### src/design/mfp_pkg.sv
// Package for the multi-function peripheral: register indexes, op codes,
// reset table, prescaler table, sequencer states. No dependencies.
`default_nettype none
package mfp_pkg;
  localparam int NumRegs   = 24;
  localparam int NumTimers = 4;

  typedef enum logic [2:0] {
    OP_WRITE = 3'd0,
    OP_READ  = 3'd1,
    OP_RAISE = 3'd2,
    OP_ACK   = 3'd3,
    OP_CLOCK = 3'd4
  } op_t;

  localparam logic [4:0] R_GPIP  = 5'd0;
  localparam logic [4:0] R_IERA  = 5'd3;
  localparam logic [4:0] R_IERB  = 5'd4;
  localparam logic [4:0] R_IPRA  = 5'd5;
  localparam logic [4:0] R_IPRB  = 5'd6;
  localparam logic [4:0] R_ISRA  = 5'd7;
  localparam logic [4:0] R_ISRB  = 5'd8;
  localparam logic [4:0] R_IMRA  = 5'd9;
  localparam logic [4:0] R_IMRB  = 5'd10;
  localparam logic [4:0] R_VR    = 5'd11;
  localparam logic [4:0] R_TACR  = 5'd12;
  localparam logic [4:0] R_TBCR  = 5'd13;
  localparam logic [4:0] R_TCDCR = 5'd14;
  localparam logic [4:0] R_TADR  = 5'd15;
  localparam logic [4:0] R_TBDR  = 5'd16;
  localparam logic [4:0] R_TCDR  = 5'd17;
  localparam logic [4:0] R_TDDR  = 5'd18;
  localparam logic [4:0] R_RSR   = 5'd21;
  localparam logic [4:0] R_TSR   = 5'd22;
  localparam logic [4:0] R_UDR   = 5'd23;

  typedef enum logic [1:0] {
    ST_IDLE,
    ST_TIMER,
    ST_DONE
  } state_t;

  typedef struct packed {
    logic       start;
    logic [9:0] ticks;
  } tmr_cmd_t;

  typedef struct packed {
    logic busy;
    logic done;
  } tmr_stat_t;

  function automatic logic [7:0] reset_reg(input logic [4:0] r);
    logic [7:0] v;
    case (r)
      5'd0: v = 8'h7b;  5'd1: v = 8'h06;  5'd2: v = 8'h00;  5'd3: v = 8'h18;
      5'd4: v = 8'h3e;  5'd5: v = 8'h00;  5'd6: v = 8'h00;  5'd7: v = 8'h00;
      5'd8: v = 8'h00;  5'd9: v = 8'h18;  5'd10: v = 8'h3e; 5'd11: v = 8'h40;
      5'd12: v = 8'h08; 5'd13: v = 8'h01; 5'd14: v = 8'h77; 5'd15: v = 8'h01;
      5'd16: v = 8'h0d; 5'd17: v = 8'hc8; 5'd18: v = 8'h14; 5'd19: v = 8'h00;
      5'd20: v = 8'h88; 5'd21: v = 8'h01; 5'd22: v = 8'h81; default: v = 8'h00;
    endcase
    return v;
  endfunction

  function automatic logic [8:0] prescale(input logic [2:0] m);
    logic [8:0] v;
    case (m)
      3'd0: v = 9'd1;   3'd1: v = 9'd10;  3'd2: v = 9'd25;  3'd3: v = 9'd40;
      3'd4: v = 9'd125; 3'd5: v = 9'd160; 3'd6: v = 9'd250; default: v = 9'd500;
    endcase
    return v;
  endfunction

  // timer -> source bit: A=IPRA bit5, B=IPRA bit0, C=IPRB bit5, D=IPRB bit4
  function automatic logic [3:0] timer_source(input logic [1:0] ch);
    logic [3:0] v;
    case (ch)
      2'd0: v = 4'd2;  2'd1: v = 4'd7;
      2'd2: v = 4'd10; default: v = 4'd11;
    endcase
    return v;
  endfunction
endpackage
`default_nettype wire

### src/design/mfp_if.sv
// Valid/ready channel interfaces for the peripheral's item and result beats.
// Depends on nothing.
`default_nettype none
interface mfp_in_if;
  logic       valid;
  logic       ready;
  logic [2:0] op;
  logic [5:0] byte_offset;
  logic [7:0] write_data;
  logic [3:0] source;
  logic [9:0] ticks;
  logic [7:0] gpio_in;
  logic [7:0] rx_byte;
  logic       rx_pending;
  modport source_mp (output valid, op, byte_offset, write_data, source, ticks,
                     gpio_in, rx_byte, rx_pending, input ready);
  modport sink (input valid, op, byte_offset, write_data, source, ticks,
                gpio_in, rx_byte, rx_pending, output ready);
endinterface

interface mfp_out_if;
  logic       valid;
  logic       ready;
  logic [7:0] read_data;
  logic       irq_request;
  logic [7:0] vector;
  logic       vector_valid;
  modport source_mp (output valid, read_data, irq_request, vector, vector_valid,
                     input ready);
  modport sink (input valid, read_data, irq_request, vector, vector_valid,
                output ready);
endinterface
`default_nettype wire

### src/design/mfp_timer_step.sv
// Shared timer sequencer: one prescaler subtract and data decrement per cycle
// while subtracting, across four timers. Uses mfp_pkg; register file lives in the top level.
`default_nettype none
module mfp_timer_step (
  input  logic                clk,
  input  logic                rst,
  input  mfp_pkg::tmr_cmd_t   cmd,
  input  logic [7:0]          tacr,
  input  logic [7:0]          tbcr,
  input  logic [7:0]          tcdcr,
  output logic [1:0]          ch,
  output logic                dec_en,   // decrement current timer data reg
  output mfp_pkg::tmr_stat_t  stat
);
  import mfp_pkg::*;

  logic        busy, busy_next;
  logic [1:0]  ch_next;
  logic        loaded, loaded_next;  // accumulator sum formed for this channel
  logic [10:0] acc [NumTimers];
  logic [10:0] cur, cur_next;
  logic [2:0]  mode;
  logic        run;
  logic [8:0]  t;
  logic        done;

  always_comb begin
    unique case (ch)
      2'd0: mode = tacr[2:0];
      2'd1: mode = tbcr[2:0];
      2'd2: mode = tcdcr[6:4];
      default: mode = tcdcr[2:0];
    endcase
    run = (mode != 3'd0) && !(ch == 2'd0 && tacr[3]);
    t   = prescale(mode);
  end

  // one unit: start, form the accumulator sum, compare/subtract or step to next channel
  always_comb begin
    busy_next   = busy;
    ch_next     = ch;
    loaded_next = loaded;
    cur_next    = cur;
    dec_en      = 1'b0;
    done        = 1'b0;
    if (!busy) begin
      if (cmd.start) begin
        busy_next   = 1'b1;
        ch_next     = 2'd0;
        loaded_next = 1'b0;
      end
    end else if (!loaded) begin
      cur_next    = acc[ch] + {1'b0, cmd.ticks};
      loaded_next = 1'b1;
    end else if (run && cur >= {2'b00, t}) begin
      cur_next = cur - {2'b00, t};
      dec_en   = 1'b1;
    end else begin
      loaded_next = 1'b0;
      if (ch == 2'(NumTimers - 1)) begin
        busy_next = 1'b0;
        done      = 1'b1;
      end else begin
        ch_next = ch + 2'd1;
      end
    end
  end

  always_ff @(posedge clk) begin
    if (rst) begin
      busy   <= 1'b0;
      ch     <= 2'd0;
      loaded <= 1'b0;
      for (int i = 0; i < NumTimers; i++) acc[i] <= '0;
    end else begin
      busy   <= busy_next;
      ch     <= ch_next;
      loaded <= loaded_next;
      if (busy && loaded && !(run && cur >= {2'b00, t}) && run)
        acc[ch] <= cur;
    end
    cur <= cur_next;
  end

  assign stat.busy = busy;
  assign stat.done = done;

`ifndef SYNTHESIS
  a_dec_only_busy: assert property (@(posedge clk) disable iff (rst)
    dec_en |-> busy && loaded) else $error("decrement outside run");
  a_done_last: assert property (@(posedge clk) disable iff (rst)
    stat.done |-> ch == 2'd3) else $error("done before last timer");
  a_start_idle: assert property (@(posedge clk) disable iff (rst)
    stat.done |=> !busy) else $error("busy after done");
`endif
endmodule
`default_nettype wire

### src/design/mfp_interrupt_timer_controller.sv
// Top level of the multi-function peripheral: register file, bus access,
// interrupt acknowledge and sequencing. Uses mfp_pkg, mfp_if, mfp_timer_step.
`default_nettype none
// Bus writes, reads, source requests and acknowledges pass from accept
// through ST_DONE into the result register. A clock advance runs the shared
// timer unit in ST_TIMER: per timer it forms the accumulator sum, subtracts
// once per prescaler period elapsed and then moves on; a stopped timer only
// forms its sum and moves on. The shortest running prescale is 10, so a timer
// sees at most 103 periods for ticks 1023. The block takes one item at a
// time; the result register frees input once taken.
module mfp_interrupt_timer_controller #(
  parameter int NUM_REGS   = mfp_pkg::NumRegs,
  parameter int NUM_TIMERS = mfp_pkg::NumTimers
) (
  input  logic clk,
  input  logic rst,
  mfp_in_if.sink       in_ch,
  mfp_out_if.source_mp out_ch
);
  import mfp_pkg::*;

  logic [7:0] regs [NUM_REGS];
  logic [7:0] reload [NUM_TIMERS];
  state_t     state, state_next;
  logic [2:0] op;
  logic [5:0] off;
  logic [7:0] wd, gpio, rxb;
  logic [3:0] src;
  logic [9:0] ticks;
  logic       rxp;
  logic       out_valid;
  logic [7:0] rd_q, vec_q;
  logic       vv_q;
  tmr_cmd_t   tcmd;
  tmr_stat_t  tstat;
  logic [1:0] tch;
  logic       dec_en;
  logic [4:0] r;
  logic       acc_in;
  logic [7:0] act_a, act_b;
  logic [7:0] rd_c, vec_c;
  logic       vv_c;
  logic [3:0] win;
  logic [4:0] tdr_idx;
  logic [7:0] tdr_dec;
  logic [3:0] tsrc;

  assign acc_in = in_ch.valid && in_ch.ready;
  assign in_ch.ready = (state == ST_IDLE) && !out_valid;
  assign r = off[5:1];
  assign act_a = regs[R_IPRA] & regs[R_IMRA] & ~regs[R_ISRA];
  assign act_b = regs[R_IPRB] & regs[R_IMRB] & ~regs[R_ISRB];
  assign tdr_idx = R_TADR + {3'd0, tch};
  assign tdr_dec = regs[tdr_idx] - 8'd1;
  assign tsrc = timer_source(tch);

  assign tcmd.start = (state == ST_TIMER) && !tstat.busy && !tstat.done;
  assign tcmd.ticks = ticks;

  mfp_timer_step u_tmr (
    .clk, .rst, .cmd(tcmd), .tacr(regs[R_TACR]), .tbcr(regs[R_TBCR]),
    .tcdcr(regs[R_TCDCR]), .ch(tch), .dec_en,
    .stat(tstat)
  );

  // state sequencing
  always_comb begin
    state_next = state;
    unique case (state)
      ST_IDLE:  if (acc_in) state_next = (in_ch.op == OP_CLOCK) ? ST_TIMER : ST_DONE;
      ST_TIMER: if (tstat.done) state_next = ST_DONE;
      ST_DONE:  state_next = ST_IDLE;
      default:  state_next = ST_IDLE;
    endcase
  end

  // read data and acknowledge priority
  always_comb begin
    rd_c = 8'h00;
    vec_c = 8'h00;
    vv_c = 1'b0;
    win = 4'd0;
    if (op == OP_READ) begin
      if (off > 6'd47) rd_c = 8'h00;
      else if (!off[0]) rd_c = 8'hff;
      else if (r == R_GPIP) rd_c = gpio;
      else if (r == R_UDR) rd_c = rxb;
      else if (r == R_RSR) rd_c = rxp ? (regs[r] & 8'h7f) : (regs[r] | 8'h80);
      else rd_c = regs[r];
    end
    for (int b = 0; b < 8; b++) begin
      if (act_b[b]) win = 4'(b);
    end
    for (int b = 0; b < 8; b++) begin
      if (act_a[b]) win = 4'(8 + b);
    end
    if (op == OP_ACK && (act_a != 8'h00 || act_b != 8'h00)) begin
      vv_c = 1'b1;
      vec_c = (regs[R_VR] & 8'hf0) | {4'h0, win};
    end
  end

  always_ff @(posedge clk) begin
    if (rst) begin
      state     <= ST_IDLE;
      out_valid <= 1'b0;
      for (int i = 0; i < NUM_REGS; i++) regs[i] <= reset_reg(5'(i));
      for (int i = 0; i < NUM_TIMERS; i++) reload[i] <= 8'h00;
    end else begin
      state <= state_next;
      if (out_valid && out_ch.ready) out_valid <= 1'b0;
      if (dec_en) begin
        if (tdr_dec == 8'h00) begin
          regs[tdr_idx] <= reload[tch];
          if (!tsrc[3]) begin
            if (regs[R_IERA][3'd7 - tsrc[2:0]])
              regs[R_IPRA][3'd7 - tsrc[2:0]] <= 1'b1;
          end else if (regs[R_IERB][3'd7 - tsrc[2:0]]) begin
            regs[R_IPRB][3'd7 - tsrc[2:0]] <= 1'b1;
          end
        end else begin
          regs[tdr_idx] <= tdr_dec;
        end
      end
      if (state == ST_DONE) begin
        out_valid <= 1'b1;
        rd_q <= rd_c;
        vec_q <= vec_c;
        vv_q <= vv_c;
        unique case (op)
          OP_WRITE: if (off <= 6'd47 && off[0]) begin
            case (r) inside
              R_IERA, R_IERB: begin
                regs[r] <= wd;
                regs[r + 5'd2] <= regs[r + 5'd2] & wd;
              end
              R_IPRA, R_IPRB, R_ISRA, R_ISRB: regs[r] <= regs[r] & wd;
              R_TADR, R_TBDR, R_TCDR, R_TDDR: begin
                regs[r] <= wd;
                reload[2'(r - R_TADR)] <= wd;
              end
              R_TSR: regs[r] <= wd | 8'h80;
              R_UDR: ;
              default: regs[r] <= wd;
            endcase
          end
          OP_RAISE: begin
            if (!src[3]) begin
              if (regs[R_IERA][3'd7 - src[2:0]]) regs[R_IPRA][3'd7 - src[2:0]] <= 1'b1;
            end else if (regs[R_IERB][3'd7 - src[2:0]]) begin
              regs[R_IPRB][3'd7 - src[2:0]] <= 1'b1;
            end
          end
          OP_ACK: if (vv_c) begin
            if (win[3]) begin
              regs[R_IPRA][win[2:0]] <= 1'b0;
              if (regs[R_VR][3]) regs[R_ISRA][win[2:0]] <= 1'b1;
            end else begin
              regs[R_IPRB][win[2:0]] <= 1'b0;
              if (regs[R_VR][3]) regs[R_ISRB][win[2:0]] <= 1'b1;
            end
          end
          default: ;
        endcase
      end
    end
    if (acc_in) begin
      op <= in_ch.op;
      off <= in_ch.byte_offset;
      wd <= in_ch.write_data;
      src <= in_ch.source;
      ticks <= in_ch.ticks;
      gpio <= in_ch.gpio_in;
      rxb <= in_ch.rx_byte;
      rxp <= in_ch.rx_pending;
    end
  end

  // irq reflects the register file after the item's update
  assign out_ch.valid        = out_valid;
  assign out_ch.read_data    = rd_q;
  assign out_ch.vector       = vec_q;
  assign out_ch.vector_valid = vv_q;
  assign out_ch.irq_request  = (act_a != 8'h00) || (act_b != 8'h00);

`ifndef SYNTHESIS
  a_no_accept_busy: assert property (@(posedge clk) disable iff (rst)
    state != ST_IDLE |-> !in_ch.ready) else $error("ready while busy");
  a_result_once: assert property (@(posedge clk) disable iff (rst)
    state == ST_DONE |-> !out_valid) else $error("result overwritten");
  a_vec_ack: assert property (@(posedge clk) disable iff (rst)
    out_valid && vv_q |-> vec_q[7:4] == $past(regs[R_VR][7:4]) || $past(out_valid))
    else $error("vector without vr");
`endif
endmodule
`default_nettype wire
### src/flat_wrapper.sv
// flat-port wrapper written by rule: the top's interface ports become plain ports
module mfp_interrupt_timer_controller_flat import mfp_pkg::*;
#(
  parameter int NUM_REGS   = mfp_pkg::NumRegs,
  parameter int NUM_TIMERS = mfp_pkg::NumTimers
)
  (clk, rst, in_ch_valid, in_ch_op, in_ch_byte_offset, in_ch_write_data, in_ch_source, in_ch_ticks, in_ch_gpio_in, in_ch_rx_byte, in_ch_rx_pending, in_ch_ready, out_ch_valid, out_ch_read_data, out_ch_irq_request, out_ch_vector, out_ch_vector_valid, out_ch_ready);
  mfp_in_if in_ch_i ();
  mfp_out_if out_ch_i ();
  input  logic clk;
  input  logic rst;
  input wire logic [$bits(in_ch_i.valid)-1:0] in_ch_valid;
  input wire logic [$bits(in_ch_i.op)-1:0] in_ch_op;
  input wire logic [$bits(in_ch_i.byte_offset)-1:0] in_ch_byte_offset;
  input wire logic [$bits(in_ch_i.write_data)-1:0] in_ch_write_data;
  input wire logic [$bits(in_ch_i.source)-1:0] in_ch_source;
  input wire logic [$bits(in_ch_i.ticks)-1:0] in_ch_ticks;
  input wire logic [$bits(in_ch_i.gpio_in)-1:0] in_ch_gpio_in;
  input wire logic [$bits(in_ch_i.rx_byte)-1:0] in_ch_rx_byte;
  input wire logic [$bits(in_ch_i.rx_pending)-1:0] in_ch_rx_pending;
  output wire logic [$bits(in_ch_i.ready)-1:0] in_ch_ready;
  output wire logic [$bits(out_ch_i.valid)-1:0] out_ch_valid;
  output wire logic [$bits(out_ch_i.read_data)-1:0] out_ch_read_data;
  output wire logic [$bits(out_ch_i.irq_request)-1:0] out_ch_irq_request;
  output wire logic [$bits(out_ch_i.vector)-1:0] out_ch_vector;
  output wire logic [$bits(out_ch_i.vector_valid)-1:0] out_ch_vector_valid;
  input wire logic [$bits(out_ch_i.ready)-1:0] out_ch_ready;
  assign in_ch_i.valid = in_ch_valid;
  assign in_ch_i.op = in_ch_op;
  assign in_ch_i.byte_offset = in_ch_byte_offset;
  assign in_ch_i.write_data = in_ch_write_data;
  assign in_ch_i.source = in_ch_source;
  assign in_ch_i.ticks = in_ch_ticks;
  assign in_ch_i.gpio_in = in_ch_gpio_in;
  assign in_ch_i.rx_byte = in_ch_rx_byte;
  assign in_ch_i.rx_pending = in_ch_rx_pending;
  assign in_ch_ready = in_ch_i.ready;
  assign out_ch_valid = out_ch_i.valid;
  assign out_ch_read_data = out_ch_i.read_data;
  assign out_ch_irq_request = out_ch_i.irq_request;
  assign out_ch_vector = out_ch_i.vector;
  assign out_ch_vector_valid = out_ch_i.vector_valid;
  assign out_ch_i.ready = out_ch_ready;
  mfp_interrupt_timer_controller #(.NUM_REGS(NUM_REGS), .NUM_TIMERS(NUM_TIMERS)) u_core (.clk(clk), .rst(rst), .in_ch(in_ch_i), .out_ch(out_ch_i));
endmodule
### config.mk
export PLATFORM = sky130hd
export DESIGN_NAME = mfp_interrupt_timer_controller_flat
export DESIGN_NICKNAME = d
export VERILOG_FILES = /design/src/design/mfp_pkg.sv /design/src/design/mfp_if.sv /design/src/design/mfp_timer_step.sv /design/src/design/mfp_interrupt_timer_controller.sv /design/src/flat_wrapper.sv
export SDC_FILE = /design/constraint.sdc
export NUM_CORES = 1
export LEC_CHECK = 0
export BUFFER_PORTS_ARGS = -buffer_cell sky130_fd_sc_hd__buf_2
export CORE_MARGIN = 5
export CORE_UTILIZATION = 47
export CTS_CLUSTER_DIAMETER = 50
export CTS_CLUSTER_SIZE = 20
export DETAILED_ROUTE_END_ITERATION = 12
export PLACE_DENSITY_LB_ADDON = 0.3
export SKIP_CTS_REPAIR_TIMING = 1
export SLEW_MARGIN = 20
export SYNTH_ARGS = -nofsm -noshare
export SYNTH_HDL_FRONTEND = slang
export SYNTH_SLANG_ARGS = --single-unit
### constraint.sdc
create_clock -name clk -period 6.2 [get_ports clk]
set_clock_uncertainty 0.2 [all_clocks]
set_input_delay 1.24 -clock clk [delete_from_list [all_inputs] [get_ports clk]]
set_output_delay 1.24 -clock clk [all_outputs]
set_load 0.005 [all_outputs]
==> reports/qor.yml, run 1 <==
fin_crit_sh: 0.942
synth-edff-count: 400
worstHoldEndpoint: "u_core.out_ch.valid"
cts_root_buffer: "clkbuf_16"
hold_class: "register to register"
core_area_um2: 56100
reg2reg_depth: 16
yosysSeqAreaShare: 0.470
rsz0062_at_grt: "false"
worst_path_max_delay_cell: "a21oi_2"
die_x_um: 247
finalSetupViolCount: 0
cts_max_level: 2
ys.flop_type: "edfxtp_1"
period_minus_slack_ns: 5.84
vias: 22400
fmax_mhz: 171
r2r-start: "u_core.u_tmr.ch[0]"
syn_area_per_cell_um2: 11.5
grt_pass1_vias: 20900
place_ws_ns: 0.599
critPathKind: "register to register"
power_density_nw_per_um2: 274
met1_usage: 0.461
power_leakage_nw: 11.0
fp.dieH_um: 247
synthesis.area_um2: 26500
globalRouteMet3Util: 0.121
drive_above_1_share: 0.211
critPathRequiredTime_ns: 6.31
startpoint: "u_core.u_tmr.ch[0]"
clk_path_buf_depth: 3
wire_per_inst_um: 32.6
crit_path_max_incr_delay_ns: 0.86
rrSetupSlack_ns: 0.36
ir_worst_vdd_uv: 234
power_w: 0.00827
antenna_found_initial: 3
clkTransAtPathRegs_ns: 0.06
synth_cell_type_count: 94
drt-vias-per-instance: 6.92
synth_cells: 2312
post-dp-hpwl_um: 77100
design_area_um2: 30200
outcome: "finished, final reports clean"
grt_usage: 0.337
fin_setup_tns_ns: 0
internal-power_w: 0.00570
route.detailed.drc: 0
portBuffers: 71
routed_wl_um: 105000
ioPinCount: 72
final_hold_viol_count: 0
clk_latency_ns: 0.65
p_switching_w: 0.00257
grt_remaining_overflow: 0
final_nets: 2511
initial_core_util: 0.472
grt_pass1_wl_um: 149000
min-delay-start: "u_core.out_ch.valid"
fillers: 4802
maxCapViolations: 0
hold_path_depth: 2
rows: 87
drv_slew: 0
path_cells: "inv_1 -> buf_4 -> ha_1 -> a222oi_1 -> mux2i_1 -> a21boi_0 -> o21ai_0 -> ha_1 -> o21a_1 -> o31a_1 -> o21ai_0 -> a2111oi_4 -> buf_4 -> nand2b_4 -> a21oi_2 -> o21ai_0"
area_delta_synth_final_pct: 14.1
drt_iter0_drc: 3207
cts_buffers: 58
grt_busiest_layer: "met2"
placed_area_um2: 28100
regArea_um2: 12500
grt.met2_usage: 0.487
crit_fanout: 19
path_common_cell: "o21ai_0"
worst_slew_pin_slew_ns: 1.15
maxSlewHeadroom: 0.230
grt_max_degree: 109
ys_ff_latch: 422
cts.sinks: 422
drtPass1Iterations: 9
layout_setup_ws_ns: 0.359
power_frac_comb: 0.158
sw_frac_of_total: 0.310
die_area_um2: 61200
async_reset_ff_frac: 0
cts_tree: "yes"
place.gp.congestion: 1.07
worst_setup_path_start_kind: "register"
power_frac_clock: 0.434
reg2reg_to: "u_core.regs[15][3]"
multiInputGateArea_um2: 13100
sequentialPowerShare: 0.409
end_kind: "register"
crit_arrival_ns: 5.95
postRouteAntennaNets: 0
synth_warnings: 0
-- power groups by stage --
| stage | Sequential, W | Combinational [W] | Clock, W |
|---|---|---|---|
| after floorplan | 0.00333 | 0.000782 | 0 |
| after global routing | 0.00338 | 0.00133 | 0.00375 |
| after CTS | 0.00337 | 0.00124 | 0.00361 |
| final | 0.00338 | 0.00130 | 0.00359 |
| after global placement | 0.00343 | 0.00123 | 0 |
| after detailed placement | 0.00343 | 0.00124 | 0 |
-- synthesized netlist by cell type, types with 12 or more instances --
cell | instances | area share
edfxtp_1 | 400 | 0.45
nand2_1 | 195 | 0.028
mux4_2 | 168 | 0.14
nor2_1 | 152 | 0.022
o21ai_0 | 119 | 0.022
clkbuf_1 | 117 | 0.017
inv_1 | 100 | 0.014
nand3_1 | 94 | 0.018
and2_1 | 93 | 0.022
a21oi_1 | 65 | 0.012
mux2i_1 | 60 | 0.023
o22ai_1 | 57 | 0.013
nor3_1 | 52 | 0.0098
buf_2 | 42 | 0.0079
or3_1 | 39 | 0.0092
ha_1 | 34 | 0.016
o211ai_1 | 28 | 0.0079
nand3b_1 | 25 | 0.0071
nand4_1 | 25 | 0.0059
a31oi_1 | 24 | 0.0057
nor2b_1 | 23 | 0.0054
a22oi_1 | 22 | 0.0062
dfxtp_1 | 22 | 0.017
nand2b_1 | 20 | 0.0047
mux2_2 | 19 | 0.0081
o311ai_0 | 16 | 0.0053
and3_1 | 15 | 0.0035
a211oi_1 | 14 | 0.0040
buf_1 | 14 | 0.0020
nor4_1 | 14 | 0.0033
xnor2_1 | 14 | 0.0046
o221ai_1 | 13 | 0.0043
and3b_1 | 12 | 0.0040
-- logic make-up (layout without fill, tap and decap cells) --
group	after synthesis	in the layout	synth area share
AOI/OAI and AO/OA	479	479	0.123
DFF	422	422	0.470
buffers and inverters	291	381	0.0468
adders and majority gates	36	36	0.0176
muxes	254	254	0.178
and+or+nand+nor	805	805	0.156
xor gates and xnor gates	24	24	0.00794
other	1	75	0.000142
-- cell usage in the layout (no fill, tap or decap), types with 28 or more instances in the layout --
cell type	n
mux4_2	168
a21oi_1	64
nand2_1	195
conb_1	72
nand3_1	94
o211ai_1	28
buf_4	90
nor2_1	152
clkbuf_16	59
and2_1	92
nor3_1	52
ha_1	34
o21ai_0	119
buf_2	71
mux2i_1	60
or3_1	39
edfxtp_1	400
o22ai_1	56
inv_1	99
-- layer usage --
metal / share of wire / vias up / wire, um
met3: 0.14 / 364 / 15000
met5: 0.0017 / - / 184
met2: 0.42 / 1744 / 44400
met4: 0.057 / 6 / 6030
li1: - / 9163 / -
met1: 0.38 / 11100 / 39700
-- how the worst max path moves through the flow --
stage                    endpoint  slack (ns)  cells past startpoint
2_1_floorplan  u_core.regs[14][5]        1.21                     19
3_3_place_gp   u_core.regs[14][5]        0.84                     19
3_5_place_dp   u_core.regs[14][5]        0.60                     19
4_1_cts        u_core.regs[14][5]        0.59                     19
5_1_grt        u_core.regs[14][5]        0.16                     19
6_report       u_core.regs[15][3]        0.36                     16
-- cell type report --
type,count,share of cell area
timing repair buffer,168,0.0388
antenna,3,0.000249
clock buffer,60,0.0490
inverter,103,0.0128
tap,756,0.0313
multi-input combinational,1670,0.434
clock inverter,50,0.0210
sequential,422,0.412
-- registers in the layout (all words and copies together) (netlist names), 2 cells and up, named ones only --
register / flops
u_core.ticks: 10
u_core.out_ch.vector: 8
u_core.reload: 32
u_core.u_tmr.ch: 2
u_core.wd: 8
u_core.src: 4
u_core.regs: 256
u_core.gpio: 8
u_core.state: 2
u_core.op: 3
u_core.u_tmr.cur: 11
u_core.rxb: 8
u_core.off: 6
u_core.out_ch.read_data: 8
u_core.u_tmr.acc: 44
-- critical path: cells and delay by family, from the launching register on --
family	cells	cell delay (ns)
simple gates	1	0.14
buf+inv	3	0.65
compound gates	9	3.07
mux	1	0.29
fa+ha+maj	2	0.72
flops	1	0.46
-- per-stage QoR --
stage,hold WS (ns),instances,util
after floorplan,0.255,2383,-
after global placement,0.275,3119,0.500
after detailed placement,0.277,3119,0.501
after CTS,0.289,3229,0.538
after global routing,0.318,3229,0.539
final,0.288,3232,0.539
No activity file was read; power rests on OpenSTA's default activity.
==> run 2, diff against run 1 <==
Settings changed: CELL_PAD_IN_SITES_DETAIL_PLACEMENT from default to 1, CELL_PAD_IN_SITES_GLOBAL_PLACEMENT from default to 1.
==> run 2 against run 1 <==
Register-to-register slack gained 0.13 ns. Via count grew 1.0%. Maximum frequency grew 2.3%. Clock-buffer cell count grew 1. Critical endpoint is now u_core.regs[18][7]. Sequential power is essentially flat. Worst hold slack gained 0.025 ns. Combinational power is essentially flat. Die area is the same. Worst setup slack gained 0.13 ns.
==> reports/qor.yml, run 2 (synthesized netlist as in run 1, its figures left out) <==
outcome: "finished, final reports clean"
largest_reg_flops: 256  # unchanged
power_leakage_nw: 10.8  # -2.1%
post-dp-hpwl_um: 79700  # +3.4%
internal-power_w: 0.00552  # -3.1%
fin_crit_sh: 0.921  # -0.0214
fmax_mhz: 175  # +2.3%
grt_pass1_vias: 22600  # +8.2%
grt_remaining_overflow: 0  # unchanged
clk_latency_ns: 0.65  # about the same
fin_setup_tns_ns: 0  # unchanged
critPathKind: "register to register"
sw_frac_of_total: 0.316  # +0.00592
initial_core_util: 0.472  # unchanged
end_kind: "register"
reg2reg_depth: 15  # -1
fp.dieH_um: 247  # unchanged
hold_path_depth: 1  # -1
hold_class: "register to register"
drive_above_1_share: 0.199  # -0.0120
finalSetupViolCount: 0  # unchanged
power_w: 0.00808  # -2.3%
clkTransAtPathRegs_ns: 0.06  # about the same
clk_path_buf_depth: 3  # unchanged
place.gp.congestion: 1.02  # -4.5%
ir_worst_vdd_uv: 229  # -2.1%
final_nets: 2481  # -1.2%
drv_slew: 0  # unchanged
final_hold_viol_count: 0  # unchanged
fin_cells: 3200  # -0.99%
die_x_um: 247  # unchanged
cts_tree: "yes"
die_area_um2: 61200  # unchanged
final_cell_mix: "400 x edfxtp_1, 195 x nand2_1, 168 x mux4_2"
antenna_found_initial: 6  # +3
sequentialPowerShare: 0.419  # +0.010
grt_max_degree: 74  # -32%
postRouteAntennaNets: 0  # unchanged
rows: 87  # unchanged
timing.hold.ws_ns: 0.313  # +0.0252 ns
grt_usage: 0.352  # +0.0142
ioPinCount: 72  # unchanged
cts_buffers: 57  # -1.7%
cts_max_level: 2  # unchanged
final_common_cell: "edfxtp_1"
drt_iter0_drc: 3393  # +5.8%
core_area_um2: 56100  # unchanged
top_regs: "u_core.regs (256), u_core.u_tmr.acc (44), u_core.reload (32)"
power_density_nw_per_um2: 271  # -0.83%
maxCapViolations: 0  # unchanged
critPathRequiredTime_ns: 6.33  # +0.02 ns
drtPass1Iterations: 8  # -1
rsz0062_at_grt: "false"
cts.sinks: 422  # unchanged
crit_arrival_ns: 5.84  # -0.11 ns
power_frac_comb: 0.162  # +0.004
regMostFlops: "u_core.regs"
grt_pass1_wl_um: 157000  # +5.2%
route.detailed.drc: 0  # unchanged
cts_root_buffer: "clkbuf_16"
portBuffers: 71  # unchanged
final_util: 0.531  # -0.00790
wire_per_inst_um: 34.5  # +5.7%
crit_fanout: 18  # -1
power_frac_clock: 0.420  # -0.014
period_minus_slack_ns: 5.71  # -0.133 ns
area_delta_synth_final_pct: 12.4
maxSlewHeadroom: 0.182  # -0.0486
routed_wl_um: 110000  # +4.7%
dp.cells: 3090  # -0.93%
vias: 22600  # +1.0%
worst_setup_path_start_kind: "register"
p_switching_w: 0.00255  # -0.42%
worst_slew_pin_slew_ns: 1.22  # +0.0699 ns
drt-vias-per-instance: 7.06  # +2.0%
==> run 2: path summary, 6_finish.rpt <==
path                                           end  slack [ns]          startpoint
worst min-delay path               u_core.state[1]        0.31     u_core.state[1]
worst min register to register     u_core.state[1]        0.31     u_core.state[1]
worst max register to register  u_core.regs[18][7]        0.49  u_core.u_tmr.ch[1]
worst max-delay path            u_core.regs[18][7]        0.49  u_core.u_tmr.ch[1]
==> run 2: power by group through the flow <==
stage               Clock (W)  Combinational, W  Sequential [W]
floorplan                   0          0.000782         0.00333
global placement            0           0.00121         0.00342
detailed placement          0           0.00123         0.00343
CTS                   0.00340           0.00124         0.00337
global route          0.00353           0.00132         0.00339
finish                0.00339           0.00131         0.00338
==> run 2: layout make-up <==
type	count	area, um^2
fill	5833	26300
multi-input combinational	1670	13100
sequential	422	12500
clock buffer	61	1440
tap	756	946
timing repair buffer	139	903
clock inverter	46	500
inverter	103	388
antenna	3	7.51
==> run 2: worst max-delay path, cell delays in order, from the launching register on <==
cell	delay [ns]
dfxtp_1	0.50
inv_1	0.19
ha_1	0.32
a222oi_1	0.45
mux2i_1	0.27
a21boi_0	0.35
o21ai_0	0.14
ha_1	0.39
o21a_1	0.15
o31a_1	0.22
o21ai_0	0.20
a2111oi_4	0.43
buf_4	0.34
nand2b_4	0.14
a21oi_2	0.90
o22ai_1	0.20
==> run 2: per-layer routing <==
| metal | vias to the layer above | global-route usage | routed length, um |
|---|---|---|---|
| li1 | 9081 | - | - |
| met3 | 381 | 0.105 | 15200 |
| met5 | - | 0 | 29 |
| met2 | 1730 | 0.536 | 48100 |
| met1 | 11400 | 0.462 | 40100 |
| met4 | 6 | 0.174 | 6920 |
==> run 2: through the flow <==
stage / worst slack [ns] / cell area [um^2]
final: 0.491 / 29800
after floorplan: 1.21 / 26700
after CTS: 0.463 / 29700
after global routing: 0.145 / 29800
after global placement: 0.788 / 27800
after detailed placement: 0.480 / 27800
